===== config.mk =====
export PLATFORM = sky130hd
export DESIGN_NAME = presence_confirm_debouncer_top_flat
export DESIGN_NICKNAME = d
export VERILOG_FILES = /design/src/hdl/pcd_pkg.sv /design/src/hdl/pcd_if.sv /design/src/hdl/presence_confirm_debouncer_top.sv /design/src/flat_wrapper.sv
export VERILOG_INCLUDE_DIRS = /design/src /design/src/hdl
export SDC_FILE = /design/constraint.sdc
export NUM_CORES = 1
export LEC_CHECK = 0
export ABC_AREA = 0
export BUFFER_PORTS_ARGS = -buffer_cell sky130_fd_sc_hd__buf_2
export CAP_MARGIN = 20
export CORE_ASPECT_RATIO = 0.75
export CORE_UTILIZATION = 54
export DETAILED_ROUTE_END_ITERATION = 8
export HOLD_SLACK_MARGIN = 0.12
export PLACE_DENSITY = 0.78
export SETUP_SLACK_MARGIN = 0.5
export SYNTH_ARGS = -nofsm -noshare
export SYNTH_HDL_FRONTEND = slang
export SYNTH_SLANG_ARGS = --single-unit

===== constraint.sdc =====
create_clock -name clk_i -period 7.15 [get_ports clk_i]
set_input_delay 0.3575 -clock clk_i [delete_from_list [all_inputs] [get_ports clk_i]]
set_output_delay 0.3575 -clock clk_i [all_outputs]
set_load 0.005 [all_outputs]

===== src/hdl/presence_confirm_debouncer_top_assert.svh =====
// Assertion macros for the presence debouncer.
// Each expects clk_i and rst_ni in scope.
`ifndef PRESENCE_CONFIRM_DEBOUNCER_TOP_ASSERT_SVH
`define PRESENCE_CONFIRM_DEBOUNCER_TOP_ASSERT_SVH

// Same-cycle implication.
`define PCD_ASSERT_NOW(lbl, ante, cons, msg) \
  lbl: assert property (@(posedge clk_i) disable iff (!rst_ni) (ante) |-> (cons)) \
    else $error(msg);

// Next-cycle implication.
`define PCD_ASSERT_NEXT(lbl, ante, cons, msg) \
  lbl: assert property (@(posedge clk_i) disable iff (!rst_ni) (ante) |=> (cons)) \
    else $error(msg);

`endif


===== src/hdl/pcd_pkg.sv =====
`default_nettype none

package pcd_pkg;

  localparam int unsigned TIME_FIELD_W = 40;
  localparam int unsigned WIN_W        = 27;
  localparam int unsigned KIND_W       = 2;
  localparam int unsigned APB_DATA_W   = 32;
  localparam int unsigned APB_ADDR_W   = 3;

  localparam logic [WIN_W-1:0] ARRIVE_RESET = WIN_W'(3000);
  localparam logic [WIN_W-1:0] LEAVE_RESET  = WIN_W'(5 * 60 * 1000);

  typedef enum logic [KIND_W-1:0] {
    EV_DEPART       = 2'd0,
    EV_FIRST_ARRIVE = 2'd1,
    EV_ARRIVE       = 2'd2
  } event_kind_e;

  typedef enum logic [0:0] {
    REG_ARRIVE = 1'b0,
    REG_LEAVE  = 1'b1
  } cfg_reg_e;

endpackage

`default_nettype wire


===== src/hdl/pcd_if.sv =====
`default_nettype none

interface pcd_sample_if;
  import pcd_pkg::*;

  logic                    valid;
  logic                    ready;
  logic                    sample_valid;
  logic                    present;
  logic [TIME_FIELD_W-1:0] time_ms;

  modport source (output valid, sample_valid, present, time_ms, input ready);
  modport sink   (input valid, sample_valid, present, time_ms, output ready);
endinterface

interface pcd_event_if;
  import pcd_pkg::*;

  logic                    valid;
  logic                    ready;
  logic [KIND_W-1:0]       event_kind;
  logic [TIME_FIELD_W-1:0] span_ms;

  modport source (output valid, event_kind, span_ms, input ready);
  modport sink   (input valid, event_kind, span_ms, output ready);
endinterface

`default_nettype wire


===== src/hdl/presence_confirm_debouncer_top.sv =====
// Flow: an accepted beat waits in the input register; as it advances it updates
//   the state and, if it confirms a flip, loads its event beat into the output register.
// Throughput: one sample beat per cycle, set by the single input register and the
//   combinational compare/update path; only flips wait on a full, stalled output.
// Reset (rst_ni low, asynchronous): block disarmed, no pending run, windows at
//   3000 ms and 300000 ms, both beat registers empty.
`default_nettype none

module presence_confirm_debouncer_top #(
  parameter int unsigned TIME_WIDTH = 40
) (
  input  wire                              clk_i,
  input  wire                              rst_ni,
  pcd_sample_if.sink                       sample_i,
  pcd_event_if.source                      event_o,
  input  wire                              psel,
  input  wire                              penable,
  input  wire                              pwrite,
  input  wire  [pcd_pkg::APB_ADDR_W-1:0]   paddr,
  input  wire  [pcd_pkg::APB_DATA_W-1:0]   pwdata,
  output logic [pcd_pkg::APB_DATA_W-1:0]   prdata,
  output logic                             pready
);
  import pcd_pkg::*;

  // Config registers.
  logic [WIN_W-1:0] arrive_win_q;
  logic [WIN_W-1:0] leave_win_q;
  cfg_reg_e         reg_sel;
  logic             cfg_wr;

  // Input register: holds one sample beat until the state logic takes it.
  logic                    in_valid_q;
  logic                    in_sv_q;
  logic                    in_pres_q;
  logic [TIME_FIELD_W-1:0] in_time_q;

  // Debounce state.
  logic                  armed_q,   armed_d;
  logic                  occ_q,     occ_d;
  logic                  first_q,   first_d;
  logic                  pend_q,    pend_d;
  logic [TIME_WIDTH-1:0] start_q,   start_d;
  logic [TIME_WIDTH-1:0] fstart_q,  fstart_d;

  // Output register.
  logic                    out_valid_q;
  logic [KIND_W-1:0]       kind_q;
  logic [TIME_FIELD_W-1:0] span_q;

  logic                  [TIME_WIDTH-1:0] now_w;
  logic                  [TIME_WIDTH-1:0] run_len;
  logic                  [TIME_WIDTH-1:0] span_w;
  logic                  [WIN_W-1:0]      window;
  logic                                   emit;
  logic                                   advance;
  event_kind_e                            kind_d;

  // ---------------------------------------------------------------------------
  // APB config port: write on the access phase, read mux by word index.
  // ---------------------------------------------------------------------------
  assign pready  = 1'b1;
  assign reg_sel = cfg_reg_e'(paddr[2]);
  assign cfg_wr  = psel && penable && pwrite;

  always_comb begin
    unique case (reg_sel)
      REG_ARRIVE: prdata = APB_DATA_W'(arrive_win_q);
      REG_LEAVE:  prdata = APB_DATA_W'(leave_win_q);
      default:    prdata = '0;
    endcase
  end

  always_ff @(posedge clk_i or negedge rst_ni) begin
    if (!rst_ni) begin
      arrive_win_q <= ARRIVE_RESET;
      leave_win_q  <= LEAVE_RESET;
    end else if (cfg_wr) begin
      unique case (reg_sel)
        REG_ARRIVE: arrive_win_q <= pwdata[WIN_W-1:0];
        REG_LEAVE:  leave_win_q  <= pwdata[WIN_W-1:0];
        default: ;
      endcase
    end
  end

  // ---------------------------------------------------------------------------
  // Input register. The held beat advances unless it carries an event and the
  // output register is still full and stalled; beats with no event never wait.
  // ---------------------------------------------------------------------------
  assign advance        = in_valid_q && (!emit || !out_valid_q || event_o.ready);
  assign sample_i.ready = !in_valid_q || advance;

  always_ff @(posedge clk_i or negedge rst_ni) begin
    if (!rst_ni) begin
      in_valid_q <= 1'b0;
    end else if (sample_i.ready) begin
      in_valid_q <= sample_i.valid;
    end
  end

  always_ff @(posedge clk_i) begin
    if (sample_i.ready && sample_i.valid) begin
      in_sv_q   <= sample_i.sample_valid;
      in_pres_q <= sample_i.present;
      in_time_q <= sample_i.time_ms;
    end
  end

  // ---------------------------------------------------------------------------
  // Debounce decision. Only the low TIME_WIDTH bits of the timestamp count;
  // elapsed time and span saturate at zero when time runs backwards.
  // ---------------------------------------------------------------------------
  assign now_w   = TIME_WIDTH'(in_time_q);
  assign run_len = (now_w >= fstart_q) ? (now_w - fstart_q) : '0;
  assign span_w  = (fstart_q >= start_q) ? (fstart_q - start_q) : '0;
  assign window  = occ_q ? leave_win_q : arrive_win_q;

  // A flip is confirmed by a later contradicting sample once the run is long enough.
  assign emit = in_sv_q && armed_q && (in_pres_q != occ_q) && pend_q
                && (run_len >= TIME_WIDTH'(window));

  always_comb begin
    if (occ_q) begin
      kind_d = EV_DEPART;
    end else if (first_q) begin
      kind_d = EV_FIRST_ARRIVE;
    end else begin
      kind_d = EV_ARRIVE;
    end
  end

  always_comb begin
    armed_d  = armed_q;
    occ_d    = occ_q;
    first_d  = first_q;
    pend_d   = pend_q;
    start_d  = start_q;
    fstart_d = fstart_q;
    if (in_sv_q) begin
      if (!armed_q) begin
        // First valid sample: take its flag as the confirmed state.
        armed_d = 1'b1;
        occ_d   = in_pres_q;
        start_d = now_w;
      end else if (in_pres_q == occ_q) begin
        // Agreeing sample: drop any contradicting run.
        pend_d = 1'b0;
      end else if (!pend_q) begin
        // Start a run, dated by this sample.
        pend_d   = 1'b1;
        fstart_d = now_w;
      end else if (emit) begin
        // Flip: the new state starts where the run started.
        occ_d    = !occ_q;
        start_d  = fstart_q;
        pend_d   = 1'b0;
        fstart_d = '0;
        first_d  = 1'b0;
      end
    end
  end

  always_ff @(posedge clk_i or negedge rst_ni) begin
    if (!rst_ni) begin
      armed_q  <= 1'b0;
      occ_q    <= 1'b0;
      first_q  <= 1'b1;
      pend_q   <= 1'b0;
      start_q  <= '0;
      fstart_q <= '0;
    end else if (advance) begin
      armed_q  <= armed_d;
      occ_q    <= occ_d;
      first_q  <= first_d;
      pend_q   <= pend_d;
      start_q  <= start_d;
      fstart_q <= fstart_d;
    end
  end

  // ---------------------------------------------------------------------------
  // Output register: load an event beat on a confirmed flip, drop it when taken.
  // ---------------------------------------------------------------------------
  always_ff @(posedge clk_i or negedge rst_ni) begin
    if (!rst_ni) begin
      out_valid_q <= 1'b0;
    end else if (advance && emit) begin
      out_valid_q <= 1'b1;
    end else if (event_o.ready) begin
      out_valid_q <= 1'b0;
    end
  end

  always_ff @(posedge clk_i) begin
    if (advance && emit) begin
      kind_q <= kind_d;
      span_q <= TIME_FIELD_W'(span_w);
    end
  end

  assign event_o.valid      = out_valid_q;
  assign event_o.event_kind = kind_q;
  assign event_o.span_ms    = span_q;

  // ---------------------------------------------------------------------------
  // Assertions
  // ---------------------------------------------------------------------------
  `include "presence_confirm_debouncer_top_assert.svh"

  `PCD_ASSERT_NOW(a_emit_needs_run, advance && emit, armed_q && pend_q, "event without pending run")
  `PCD_ASSERT_NEXT(a_flip_toggles, advance && emit, occ_q != $past(occ_q), "flip did not toggle")
  `PCD_ASSERT_NEXT(a_first_cleared, advance && emit, !first_q && !pend_q, "state not updated")
  `PCD_ASSERT_NOW(a_kind_legal, out_valid_q,
                  kind_q == EV_DEPART || kind_q == EV_FIRST_ARRIVE || kind_q == EV_ARRIVE,
                  "illegal event kind")

endmodule

`default_nettype wire


===== src/flat_wrapper.sv =====
// flat-port wrapper written by rule: the top's interface ports become plain ports
module presence_confirm_debouncer_top_flat import pcd_pkg::*;
#(
  parameter int unsigned TIME_WIDTH = 40
)
  (clk_i, rst_ni, psel, penable, pwrite, paddr, pwdata, prdata, pready, sample_i_valid, sample_i_sample_valid, sample_i_present, sample_i_time_ms, sample_i_ready, event_o_valid, event_o_event_kind, event_o_span_ms, event_o_ready);
  pcd_sample_if sample_i_i ();
  pcd_event_if event_o_i ();
  input  wire clk_i;
  input  wire rst_ni;
  input  wire psel;
  input  wire penable;
  input  wire pwrite;
  input  wire  [pcd_pkg::APB_ADDR_W-1:0] paddr;
  input  wire  [pcd_pkg::APB_DATA_W-1:0] pwdata;
  output logic [pcd_pkg::APB_DATA_W-1:0] prdata;
  output logic pready;
  input wire logic [$bits(sample_i_i.valid)-1:0] sample_i_valid;
  input wire logic [$bits(sample_i_i.sample_valid)-1:0] sample_i_sample_valid;
  input wire logic [$bits(sample_i_i.present)-1:0] sample_i_present;
  input wire logic [$bits(sample_i_i.time_ms)-1:0] sample_i_time_ms;
  output wire logic [$bits(sample_i_i.ready)-1:0] sample_i_ready;
  output wire logic [$bits(event_o_i.valid)-1:0] event_o_valid;
  output wire logic [$bits(event_o_i.event_kind)-1:0] event_o_event_kind;
  output wire logic [$bits(event_o_i.span_ms)-1:0] event_o_span_ms;
  input wire logic [$bits(event_o_i.ready)-1:0] event_o_ready;
  assign sample_i_i.valid = sample_i_valid;
  assign sample_i_i.sample_valid = sample_i_sample_valid;
  assign sample_i_i.present = sample_i_present;
  assign sample_i_i.time_ms = sample_i_time_ms;
  assign sample_i_ready = sample_i_i.ready;
  assign event_o_valid = event_o_i.valid;
  assign event_o_event_kind = event_o_i.event_kind;
  assign event_o_span_ms = event_o_i.span_ms;
  assign event_o_i.ready = event_o_ready;
  presence_confirm_debouncer_top #(.TIME_WIDTH(TIME_WIDTH)) u_core (.clk_i(clk_i), .rst_ni(rst_ni), .sample_i(sample_i_i), .event_o(event_o_i), .psel(psel), .penable(penable), .pwrite(pwrite), .paddr(paddr), .pwdata(pwdata), .prdata(prdata), .pready(pready));
endmodule

# ---- After elaboration in Yosys (flattened, before gate mapping)
# Index checks and enable logic that the tools add are counted.
dict set report word_totals {
  register_bits 224
  output_inout_bits 77
  elab_cells 71
}
dict set report classes {
  n_addsub 2
  magnitude_cmp 3
  n_eq_ne 6
  mux 19
  bitwise_logic 2
  n_reduce_logical 24
}
# op n
set op_table {}
lappend op_table {{40-bit two-way mux} 7}
lappend op_table {{40-bit greater-or-equal comparator} 2}
lappend op_table {{40-bit subtractor} 2}
lappend op_table {{32-bit case mux with 2 select lines} 1}
lappend op_table {{40-bit by 27-bit greater-or-equal comparator with 1-bit output} 1}
lappend op_table {{27-bit two-way mux} 1}
lappend op_table {{5-bit AND reduction} 2}
lappend op_table {{1-bit logical AND} 9}
lappend op_table {{1-bit two-way mux} 9}
lappend op_table {{2-bit != test, second input constant} 4}
lappend op_table {{2-bit AND reduction} 3}
lappend op_table {{6-bit AND reduction} 1}
lappend op_table {{1-bit logical NOT} 4}
lappend op_table {{1-bit logical OR} 3}
lappend op_table {{3-bit AND reduction} 1}
lappend op_table {{2-bit two-way mux} 1}
lappend op_table {{1-bit NOT} 2}
lappend op_table {{2-bit nonzero test} 1}
lappend op_table {{1-bit == test} 1}
lappend op_table {{1-bit != test} 1}

# ---- Logic depth before layout (Yosys ltp)
# Gate-level depths: netlist (run 1).
dict set report logic_depth {
  depth_word 10
  depth_mapped 26
  depth_no_buf 25
}

# ---- Worst setup path after synthesis (run 1)
# OpenSTA, ideal clock, no wires.
dict set report synth_path {
  kind {flip-flop to flip-flop}
  from {register u_core.in_time_q[0]}
  to {register u_core.in_pres_q (enable)}
  t_arrival_ns 7.395
  required_ns 6.683
  path_slack_ns -0.712
  path_stages_with_launch 26
  synth_period_minus_slack_ns 7.862
  cell_sequence {edfxtp_1 -> inv_1 -> ha_1 -> inv_1 -> fa_1 -> a21oi_1 -> o2bb2ai_1 -> a21oi_2 -> a211oi_2 -> a2111oi_0 -> o21ai_1 -> a311oi_4 -> clkbuf_1 -> nor2_1 -> ha_1 -> a2111oi_0 -> o21ai_0 -> o22ai_1 -> a21boi_0 -> o32ai_1 -> o2111ai_1 -> nor4_1 -> nand4_1 -> nor4b_4 -> nor2_1 -> a31oi_1}
}
dict set report synth_via {
  elab_chain_len 10
  word_cells_on_any_way 11
  classes_between {add/sub: 1; order compare: 2; mux: 1; reduce/logical: 7}
}
# element line
set synth_rtl {}
lappend synth_rtl {{start, declared} presence_confirm_debouncer_top.sv:36} ;# logic [TIME_FIELD_W-1:0] in_time_q;
lappend synth_rtl {{start signal, assigned} presence_confirm_debouncer_top.sv:106} ;# in_time_q <= sample_i.time_ms;
lappend synth_rtl {{40-bit subtractor / 40-bit greater-or-equal comparator (equally long branches)} presence_confirm_debouncer_top.sv:115} ;# assign run_len = (now_w >= fstart_q) ? (now_w - fstart_q) : '0;
lappend synth_rtl {{40-bit two-way mux (*)} presence_confirm_debouncer_top.sv:115}
lappend synth_rtl {{40-bit by 27-bit greater-or-equal comparator with 1-bit output (*)} presence_confirm_debouncer_top.sv:121} ;# && (run_len >= TIME_WIDTH'(window));
lappend synth_rtl {{1-bit logical AND (*)} presence_confirm_debouncer_top.sv:121}
lappend synth_rtl {{1-bit logical NOT (*)} presence_confirm_debouncer_top.sv:91} ;# assign advance = in_valid_q && (!emit || !out_valid_q || event_o.ready);
lappend synth_rtl {{1-bit logical OR (*) (2 in a row)} presence_confirm_debouncer_top.sv:91}
lappend synth_rtl {{1-bit logical AND (*)} presence_confirm_debouncer_top.sv:91}
lappend synth_rtl {{1-bit logical OR (*)} presence_confirm_debouncer_top.sv:92} ;# assign sample_i.ready = !in_valid_q || advance;
lappend synth_rtl {{1-bit logical AND (*)} presence_confirm_debouncer_top.sv:103} ;# if (sample_i.ready && sample_i.valid) begin
lappend synth_rtl {{end signal, assigned} presence_confirm_debouncer_top.sv:105} ;# in_pres_q <= sample_i.present;
lappend synth_rtl {{end, declared} presence_confirm_debouncer_top.sv:35} ;# logic in_pres_q;
# Mark *: on every way between the ends. The rest lies on a longest branch, timed or not.
# A chain may end at the register's enable or synchronous reset.

# ---- Final worst setup path (run 1)
dict set report layout_path {
  from {register u_core.in_time_q[0]}
  to {output sample_i_ready}
}
dict set report layout_via {
  elab_chain_len 9
  word_cells_on_any_way 10
  classes_between {add/sub: 1; order compare: 2; mux: 1; reduce/logical: 6}
}
# element line
set layout_rtl {}
lappend layout_rtl {{40-bit subtractor / 40-bit greater-or-equal comparator (equally long branches)} presence_confirm_debouncer_top.sv:115}
lappend layout_rtl {{40-bit two-way mux (*)} presence_confirm_debouncer_top.sv:115}
lappend layout_rtl {{40-bit by 27-bit greater-or-equal comparator with 1-bit output (*)} presence_confirm_debouncer_top.sv:121}
lappend layout_rtl {{1-bit logical AND (*)} presence_confirm_debouncer_top.sv:121}
lappend layout_rtl {{1-bit logical NOT (*)} presence_confirm_debouncer_top.sv:91}
lappend layout_rtl {{1-bit logical OR (*) (2 in a row)} presence_confirm_debouncer_top.sv:91}
lappend layout_rtl {{1-bit logical AND (*)} presence_confirm_debouncer_top.sv:91}
lappend layout_rtl {{1-bit logical OR (*)} presence_confirm_debouncer_top.sv:92}
lappend layout_rtl {{end, declared} flat_wrapper.sv:22} ;# output wire logic [$bits(sample_i_i.ready)-1:0] sample_i_ready;
# Marked as above.

==> load_flow_metrics.sql, run 1 <==
INSERT INTO impl_metrics (metric_group, metric, value, unit) VALUES
('yosys', 'count_of_unique_library_cells_instantiated_by_yosys', '76', ''),
('timing', 'finalCriticalPeriod', '6.30', 'ns'),
('finish', 'synthToLayoutAreaGrowth', '19.0', '%'),
('yosys', 'ys_dominant_reg_cell', 'dfrtp_1', ''),
('status', 'result_of_the_run', 'finished clean', ''),
('yosys', 'synth-edff-count', '84', ''),
('clock_tree', 'clockRootBuffer', 'clkbuf_16', ''),
('power', 'comb_power_share', '57.0', '%'),
('placement', 'dp_slack', '0.514', 'ns'),
('power', 'netSwitchingFraction', '43.4', '%'),
('route', 'via_count', '11770', ''),
('route', 'detailedRoute.firstPassIterationCount', '5', ''),
('finish', 'final_net_count', '1851', ''),
('worst_setup_path', 'crit_path_end_kind', 'primary output', ''),
('route', 'drc', '0', ''),
('finish', 'layout.core_utilization', '66.3', '%'),
('timing', 'post-route-worst-setup-slack', '0.852', 'ns'),
('timing', 'worstMarginPinSlew', '1.04', 'ns'),
('route', 'drtAntennaViolNets', '0', ''),
('timing', 'finClkSkew', '0.0140', 'ns'),
('worst_setup_path', 'crit_fanout', '5', ''),
('timing', 'timing.final.max_slew_violations', '0', ''),
('grt', 'grt_max_degree', '79', ''),
('worst_setup_path', 'criticalPathCategory', 'reg -> out', ''),
('yosys', 'synth.ff_latch_count', '224', ''),
('route', 'routed_via_density', '5.83', ''),
('yosys', 'synth_largest_type_area_fraction', '21.2', '%'),
('yosys', 'yosysSeqAreaShare', '41.4', '%'),
('clock_tree', 'tritoncts_clock_tree', 'done', ''),
('floorplan', 'core', '26200', 'sq um'),
('worst_setup_path', 'worst_ep_required_time', '6.79', 'ns'),
('power', 'seqPwrFrac', '26.1', '%'),
('floorplan', 'floorplan.io_pins', '161', ''),
('grt', 'grt_pass1_wl', '58.9', 'mm'),
('grt', 'via_count_of_the_first_global_routing_pass', '11359', ''),
('finish', 'n_antenna_cell', '0', ''),
('power', 'intPower', '0.00422', 'W'),
('placement', 'port_buffers', '147', ''),
('clock_tree', 'htreeDepth', '1', ''),
('timing', 'worst_slew_margin_rel', '30.4', '%'),
('yosys', 'cell_area_after_synthesis', '14600', 'sq um'),
('route', 'routed_wirelength_normalized_by_instance_count', '18.4', 'microns'),
('power', 'post-layout-total-power', '0.00746', 'W'),
('yosys', 'synth_largest_area_cell', 'dfrtp_1', ''),
('power', 'p_sw', '0.00324', 'W'),
('grt', 'grt.busiest_layer', 'met2', ''),
('timing', 'final.hold.worst_slack', '0.223', 'ns'),
('hold_path', 'worstHoldPathType', 'in -> reg', ''),
('power', 'power.clock.fraction', '16.9', '%'),
('grt', 'met3_usage', '4.37', '%'),
('route', 'drt_iter0_markers', '766', ''),
('run', 'max_cap_viol', '0', ''),
('worst_setup_path', 'critPathLaunchType', 'flop', ''),
('grt', 'number_of_antenna_violations_at_the_first_check_in_global_routing', '0', ''),
('timing', 'report.final.hold_viol_count', '0', ''),
('worst_setup_path', 'critical_path_arrival', '5.94', 'ns'),
('floorplan', 'placement_rows', '51', ''),
('timing', 'fmax', '159', 'MHz'),
('grt', 'use_met1', '37.8', '%'),
('grt', 'overall_track_demand_over_capacity_in_global_routing', '26.8', '%'),
('placement', 'gpl.final_weighted_congestion', '0.885', ''),
('timing', 'setup_violations', '0', ''),
('yosys', 'ys_async_sr_fraction', '62.5', '%'),
('clock_tree', 'clkTransAtPathRegs', '0.06', 'ns'),
('finish', 'drive_gt1_share', '21.2', '%'),
('placement', 'place.detailed.hpwl', '26.6', 'mm'),
('yosys', 'post_synth.cell_area_avg', '10.1', 'sq um'),
('clock_tree', 'cts_buffers', '24', ''),
('floorplan', 'die-width', '192', 'microns'),
('floorplan', 'die-area', '27700', 'sq um'),
('clock_tree', 'clock_latency', '0.55', 'ns');
## power groups by stage
stage	sequential (W)	combinational, W	clock, W
after floorplan	0.00188	0.00308	0
after global placement	0.00194	0.00392	0
after detailed placement	0.00196	0.00402	0
after CTS	0.00194	0.00411	0.00127
after global routing	0.00198	0.00472	0.00133
final	0.00194	0.00425	0.00126
## routing by layer
layer,vias to the layer above,share of wire [%]
li1,5689,-
met1,5711,47
met2,318,46
met3,52,5.1
met4,0,2.1
met5,-,0
## worst max-delay path: stages (launching register included)
cell and delay, ns:
edfxtp_1 0.38, inv_2 0.10, ha_4 0.14, inv_1 0.05, fa_2 0.38, a21oi_2 0.18, o2bb2ai_2 0.09, a21oi_2 0.22
a211oi_2 0.12, a2111oi_2 0.23, o21ai_1 0.14, a311oi_4 0.42, buf_4 0.20, nor2_1 0.05, ha_2 0.20, a2111oi_4 0.33
o21ai_1 0.10, o22ai_1 0.22, a21boi_1 0.10, o32ai_2 0.26, o2111ai_1 0.18, nor4_2 0.27, nand4_1 0.18, nor4b_4 0.35
nor2_1 0.09, buf_4 0.17, nand3_1 0.08, buf_2 0.11
## cells in the final DEF, fill, tap and decap left out, types with 18 or more instances in the layout
| cell | netlist | routed |
|---|---|---|
| nand2_1 | 102 | 101 |
| dfrtp_1 | 124 | 122 |
| xor2_1 | 27 | 27 |
| nand4_1 | 22 | 22 |
| ha_1 | 107 | 100 |
| buf_2 | 13 | 146 |
| buf_4 | 9 | 19 |
| inv_1 | 111 | 110 |
| o31ai_1 | 45 | 45 |
| dlygate4sd3_1 | 0 | 71 |
| nor2_1 | 101 | 100 |
| a21oi_1 | 100 | 96 |
| edfxtp_1 | 84 | 84 |
| mux2i_1 | 104 | 104 |
| a21o_1 | 40 | 40 |
| clkbuf_16 | 0 | 26 |
| xnor2_1 | 28 | 28 |
| nand3_1 | 18 | 18 |
| nor3_1 | 26 | 26 |
| o21ai_0 | 45 | 43 |
| mux2_2 | 84 | 84 |
## area by class of cell
type,count,area (sq um)
Tap cell,344,430
Timing Repair Buffer,241,1670
Clock inverter,5,56.3
Clock buffer,39,729
Inverter,111,417
Sequential cell,224,6050
Fill cell,2011,8850
Multi-Input combinational cell,1056,8020
## worst paths after layout
| kind | startpoint | slack [ns] | to | cells past startpoint |
|---|---|---|---|---|
| worst max-delay path | u_core.in_time_q[0]$_DFFE_PP_ | 0.85 | sample_i_ready | 27 |
| worst min-delay path | event_o_ready | 0.22 | u_core.first_q$_DFFE_PN1P_ | 3 |
| worst max register to register | u_core.in_time_q[0]$_DFFE_PP_ | 1.11 | u_core.event_o.span_ms[12]$_SDFFCE_PN0P_ | 25 |
| worst min register to register | u_core.first_q$_DFFE_PN1P_ | 0.47 | u_core.first_q$_DFFE_PN1P_ | 2 |
| max in group asynchronous | rst_ni | 5.66 | u_core.leave_win_q[18]$_DFFE_PN1P_ | 4 |
| min in group asynchronous | rst_ni | 0.38 | u_core.start_q[13]$_DFFE_PN0P_ | 2 |
## synth_stat cells (all sizes together), types with 40 or more instances
cell type / number
inv: 111
o21ai: 54
ha: 107
edfxtp: 84
o31ai: 45
a21o: 40
mux2i: 104
mux2: 85
nor2: 101
dfrtp: 124
nand2: 102
a21oi: 102
## timing repair
action | CTS | global route
hold buffers | 71 | 0
endpoints found under the setup margin | 59 | 164
gates resized for setup | 2 | 31
pin swaps | 2 | 18
gates cloned | 0 | 0
endpoints found under the hold margin | 159 | 0
buffers inserted | 3 | 3
## registers in the layout, summed over array words and instances, names as in the netlist, 2 cells and up
register and count:
u_core.event_o.span_ms 40, u_core.in_time_q 40, u_core.arrive_win_q 27, u_core.start_q 40, u_core.event_o.event_kind 2, u_core.leave_win_q 27, u_core.fstart_q 40
## cell families after synthesis
logic type / share of synthesized area (%)
AND/OR/NAND/NOR: 11.7
AO/OA/AOI/OAI: 15.6
flip-flops: 41.4
multiplexers: 13.7
buffers and inverters: 4.82
adder cells (fa/ha/maj): 9.44
XOR/XNOR: 3.30
other: 0.0514
## metrics by stage
step | cell area (sq um) | cells
final | 17400 | 2020
after global routing | 17400 | 2020
after CTS | 17200 | 2016
after detailed placement | 15700 | 1898
after global placement | 15700 | 1898
after floorplan | 14600 | 1452
Power figures use the tool's default switching activity.
==> run 2, diff against run 1 <==
--- a/config.mk
+++ b/config.mk
@@ -13,7 +13,7 @@
 export CORE_UTILIZATION = 54
 export DETAILED_ROUTE_END_ITERATION = 8
 export HOLD_SLACK_MARGIN = 0.12
-export PLACE_DENSITY = 0.78
+export PLACE_DENSITY = 0.81
 export SETUP_SLACK_MARGIN = 0.5
 export SYNTH_ARGS = -nofsm -noshare
 export SYNTH_HDL_FRONTEND = slang
==> run 2 against run 1 <==
Non-clock buffer count up 4. Setup slack worse by 0.091 ns. Clock power down 4%. Maximum frequency down 1.4%. Critical endpoint unchanged. Highest routed layer unchanged.
==> load_flow_metrics.sql, run 2 (synthesized netlist as in run 1, its figures left out) <==
INSERT INTO impl_metrics (metric_group, metric, value, unit) VALUES
('status', 'result_of_the_run', 'finished clean', ''),
('route', 'routed_via_density', '5.86', ''),
('timing', 'worst_slew_margin_rel', '28.2', '%'),
('timing', 'timing.final.max_slew_violations', '0', ''),
('grt', 'grt_pass1_wl', '58.3', 'mm'),
('grt', 'number_of_antenna_violations_at_the_first_check_in_global_routing', '0', ''),
('timing', 'worstMarginPinSlew', '1.08', 'ns'),
('grt', 'via_count_of_the_first_global_routing_pass', '11432', ''),
('power', 'ir_worst_vdd', '0.321', 'mV'),
('placement', 'port_buffers', '147', ''),
('finish', 'final_net_count', '1855', ''),
('floorplan', 'start_util', '55.7', '%'),
('grt', 'overall_track_demand_over_capacity_in_global_routing', '26.6', '%'),
('timing', 'finalCriticalPeriod', '6.39', 'ns'),
('route', 'routed_wl', '37.1', 'mm'),
('clock_tree', 'clockRootBuffer', 'clkbuf_16', ''),
('finish', 'multi_input_area', '7980', 'sq um'),
('worst_setup_path', 'worstRegToRegCells', '29', ''),
('timing', 'finClkSkew', '0.0182', 'ns'),
('finish', 'ff_latch_area', '6050', 'sq um'),
('finish', 'layout.core_utilization', '66.0', '%'),
('power', 'power.density_cell_area', '428', 'nW/um^2'),
('finish', 'synthToLayoutAreaGrowth', '18.5', '%'),
('finish', 'layout_common_cells', 'buf_2 (147), dfrtp_1 (123), inv_1 (110), mux2i_1 (104), ha_1 (102)', ''),
('finish', 'layout_commonest_cell', 'buf_2', ''),
('clock_tree', 'clkTransAtPathRegs', '0.06', 'ns'),
('clock_tree', 'clock_path_buffers', '3', ''),
('timing', 'period_share', '89.4', '%'),
('timing', 'setup_tns', '0', 'ns'),
('placement', 'gpl.final_weighted_congestion', '0.945', ''),
('worst_setup_path', 'crit_path_end_kind', 'primary output', ''),
('grt', 'grt_max_degree', '76', ''),
('clock_tree', 'tritoncts_clock_tree', 'done', ''),
('run', 'max_cap_viol', '0', ''),
('timing', 'setup_violations', '0', ''),
('worst_setup_path', 'library_cell_contributing_the_largest_single_delay_on_the_critical_path', 'edfxtp_1', ''),
('worst_setup_path', 'crit_fanout', '5', ''),
('clock_tree', 'cts_buffers', '24', ''),
('finish', 'drive_gt1_share', '21.1', '%'),
('finish', 'n_antenna_cell', '0', ''),
('clock_tree', 'cts_sinks', '224', ''),
('floorplan', 'placement_rows', '51', ''),
('worst_setup_path', 'critical_path_arrival', '6.03', 'ns'),
('floorplan', 'die_h', '144', 'microns'),
('worst_setup_path', 'max_stage_delay', '0.39', 'ns'),
('floorplan', 'die-width', '192', 'microns'),
('worst_setup_path', 'worst_ep_required_time', '6.79', 'ns'),
('route', 'routed_wirelength_normalized_by_instance_count', '18.4', 'microns'),
('hold_path', 'holdPathStages', '3', ''),
('route', 'drt_iter0_markers', '912', ''),
('floorplan', 'core', '26200', 'sq um'),
('hold_path', 'worstHoldPathType', 'in -> reg', ''),
('clock_tree', 'htreeDepth', '1', ''),
('timing', 'setup_repair_after_global_routing_missed_its_margin', 'no', ''),
('worst_setup_path', 'criticalPathCategory', 'reg -> out', ''),
('timing', 'report.final.hold_viol_count', '0', ''),
('placement', 'place.detailed.hpwl', '26.7', 'mm'),
('worst_setup_path', 'critPathLaunchType', 'flop', ''),
('route', 'via_count', '11859', ''),
('route', 'detailedRoute.firstPassIterationCount', '5', ''),
('floorplan', 'floorplan.io_pins', '161', ''),
('floorplan', 'die-area', '27700', 'sq um'),
('clock_tree', 'clock_latency', '0.53', 'ns'),
('route', 'drc', '0', ''),
('power', 'power_leakage', '7.83', 'nW'),
('finish', 'filler_cell_count', '2053', ''),
('grt', 'grt_overflow_total', '0', ''),
('route', 'drtAntennaViolNets', '0', ''),
('timing', 'fmax', '157', 'MHz');
-- run 2: path summary, 6_finish.rpt --
| kind | to | from | slack [ns] |
|---|---|---|---|
| min reg2reg | u_core.first_q$_DFFE_PN1P_ | u_core.first_q$_DFFE_PN1P_ | 0.49 |
| max reg2reg | u_core.in_time_q[11]$_DFFE_PP_ | u_core.in_time_q[0]$_DFFE_PP_ | 0.88 |
| max | sample_i_ready | u_core.in_time_q[0]$_DFFE_PP_ | 0.76 |
| max in group asynchronous | u_core.start_q[10]$_DFFE_PN0P_ | rst_ni | 5.38 |
| min | u_core.first_q$_DFFE_PN1P_ | event_o_ready | 0.22 |
| min in group asynchronous | u_core.arrive_win_q[19]$_DFFE_PN0P_ | rst_ni | 0.36 |
-- run 2: critical path, delay by kind of cell, from the launching register on --
family / cells / cell delay (ns)
buffers and inverters: 6 / 0.73
flip-flops: 1 / 0.39
AO/OA/AOI/OAI: 13 / 2.63
adder cells (fa/ha/maj): 3 / 0.74
AND/OR/NAND/NOR: 6 / 0.99
-- run 2: metal layers --
| metal | share of wire, % | track usage, % | vias up | wire length [microns] |
|---|---|---|---|---|
| met3 | 6.3 | 4.27 | 61 | 2330 |
| met2 | 46 | 42.7 | 379 | 17100 |
| met4 | 2.0 | 6.31 | 0 | 736 |
| met1 | 46 | 37.7 | 5729 | 17000 |
| li1 | - | - | 5690 | - |
| met5 | 0 | 0 | - | 0 |
-- run 2: stage by stage --
| stage | total power [W] | setup WS (ns) | area, sq um | cells | hold slack (ns) |
|---|---|---|---|---|---|
| after floorplan | 0.00496 | 0.685 | 14600 | 1452 | 0.0619 |
| after global placement | 0.00585 | 0.696 | 15700 | 1901 | 0.382 |
| after detailed placement | 0.00597 | 0.669 | 15700 | 1901 | 0.383 |
| after CTS | 0.00726 | 0.544 | 17200 | 2016 | 0.195 |
| after global routing | 0.00797 | 0.437 | 17300 | 2024 | 0.225 |
| final | 0.00740 | 0.761 | 17300 | 2024 | 0.222 |
-- run 2: repair_timing --
action	in CTS	in global routing
hold buffers	71	0
setup buffers	0	7
endpoints found under the hold margin	161	0
pin swaps	1	18
gates resized for setup	2	25
endpoints found under the setup margin	1	144
gates cloned	0	1
-- run 2: final cells by class --
| type | instances | share of cell area [%] |
|---|---|---|
| timing repair buffer | 245 | 9.67 |
| tap | 344 | 2.49 |
| sequential | 224 | 34.9 |
| inverter | 111 | 2.41 |
| clock buffer | 41 | 4.25 |
| multi-input combinational | 1056 | 46.1 |
| clock inverter | 3 | 0.108 |
-- run 2: power by group --
group | leakage [nW] | switching, W | internal [W]
Sequential | 2.46 | 0.000233 | 0.00172
Clock | 0.369 | 0.000510 | 0.000697
Combinational | 5.00 | 0.00249 | 0.00176
Total | 7.83 | 0.00323 | 0.00417
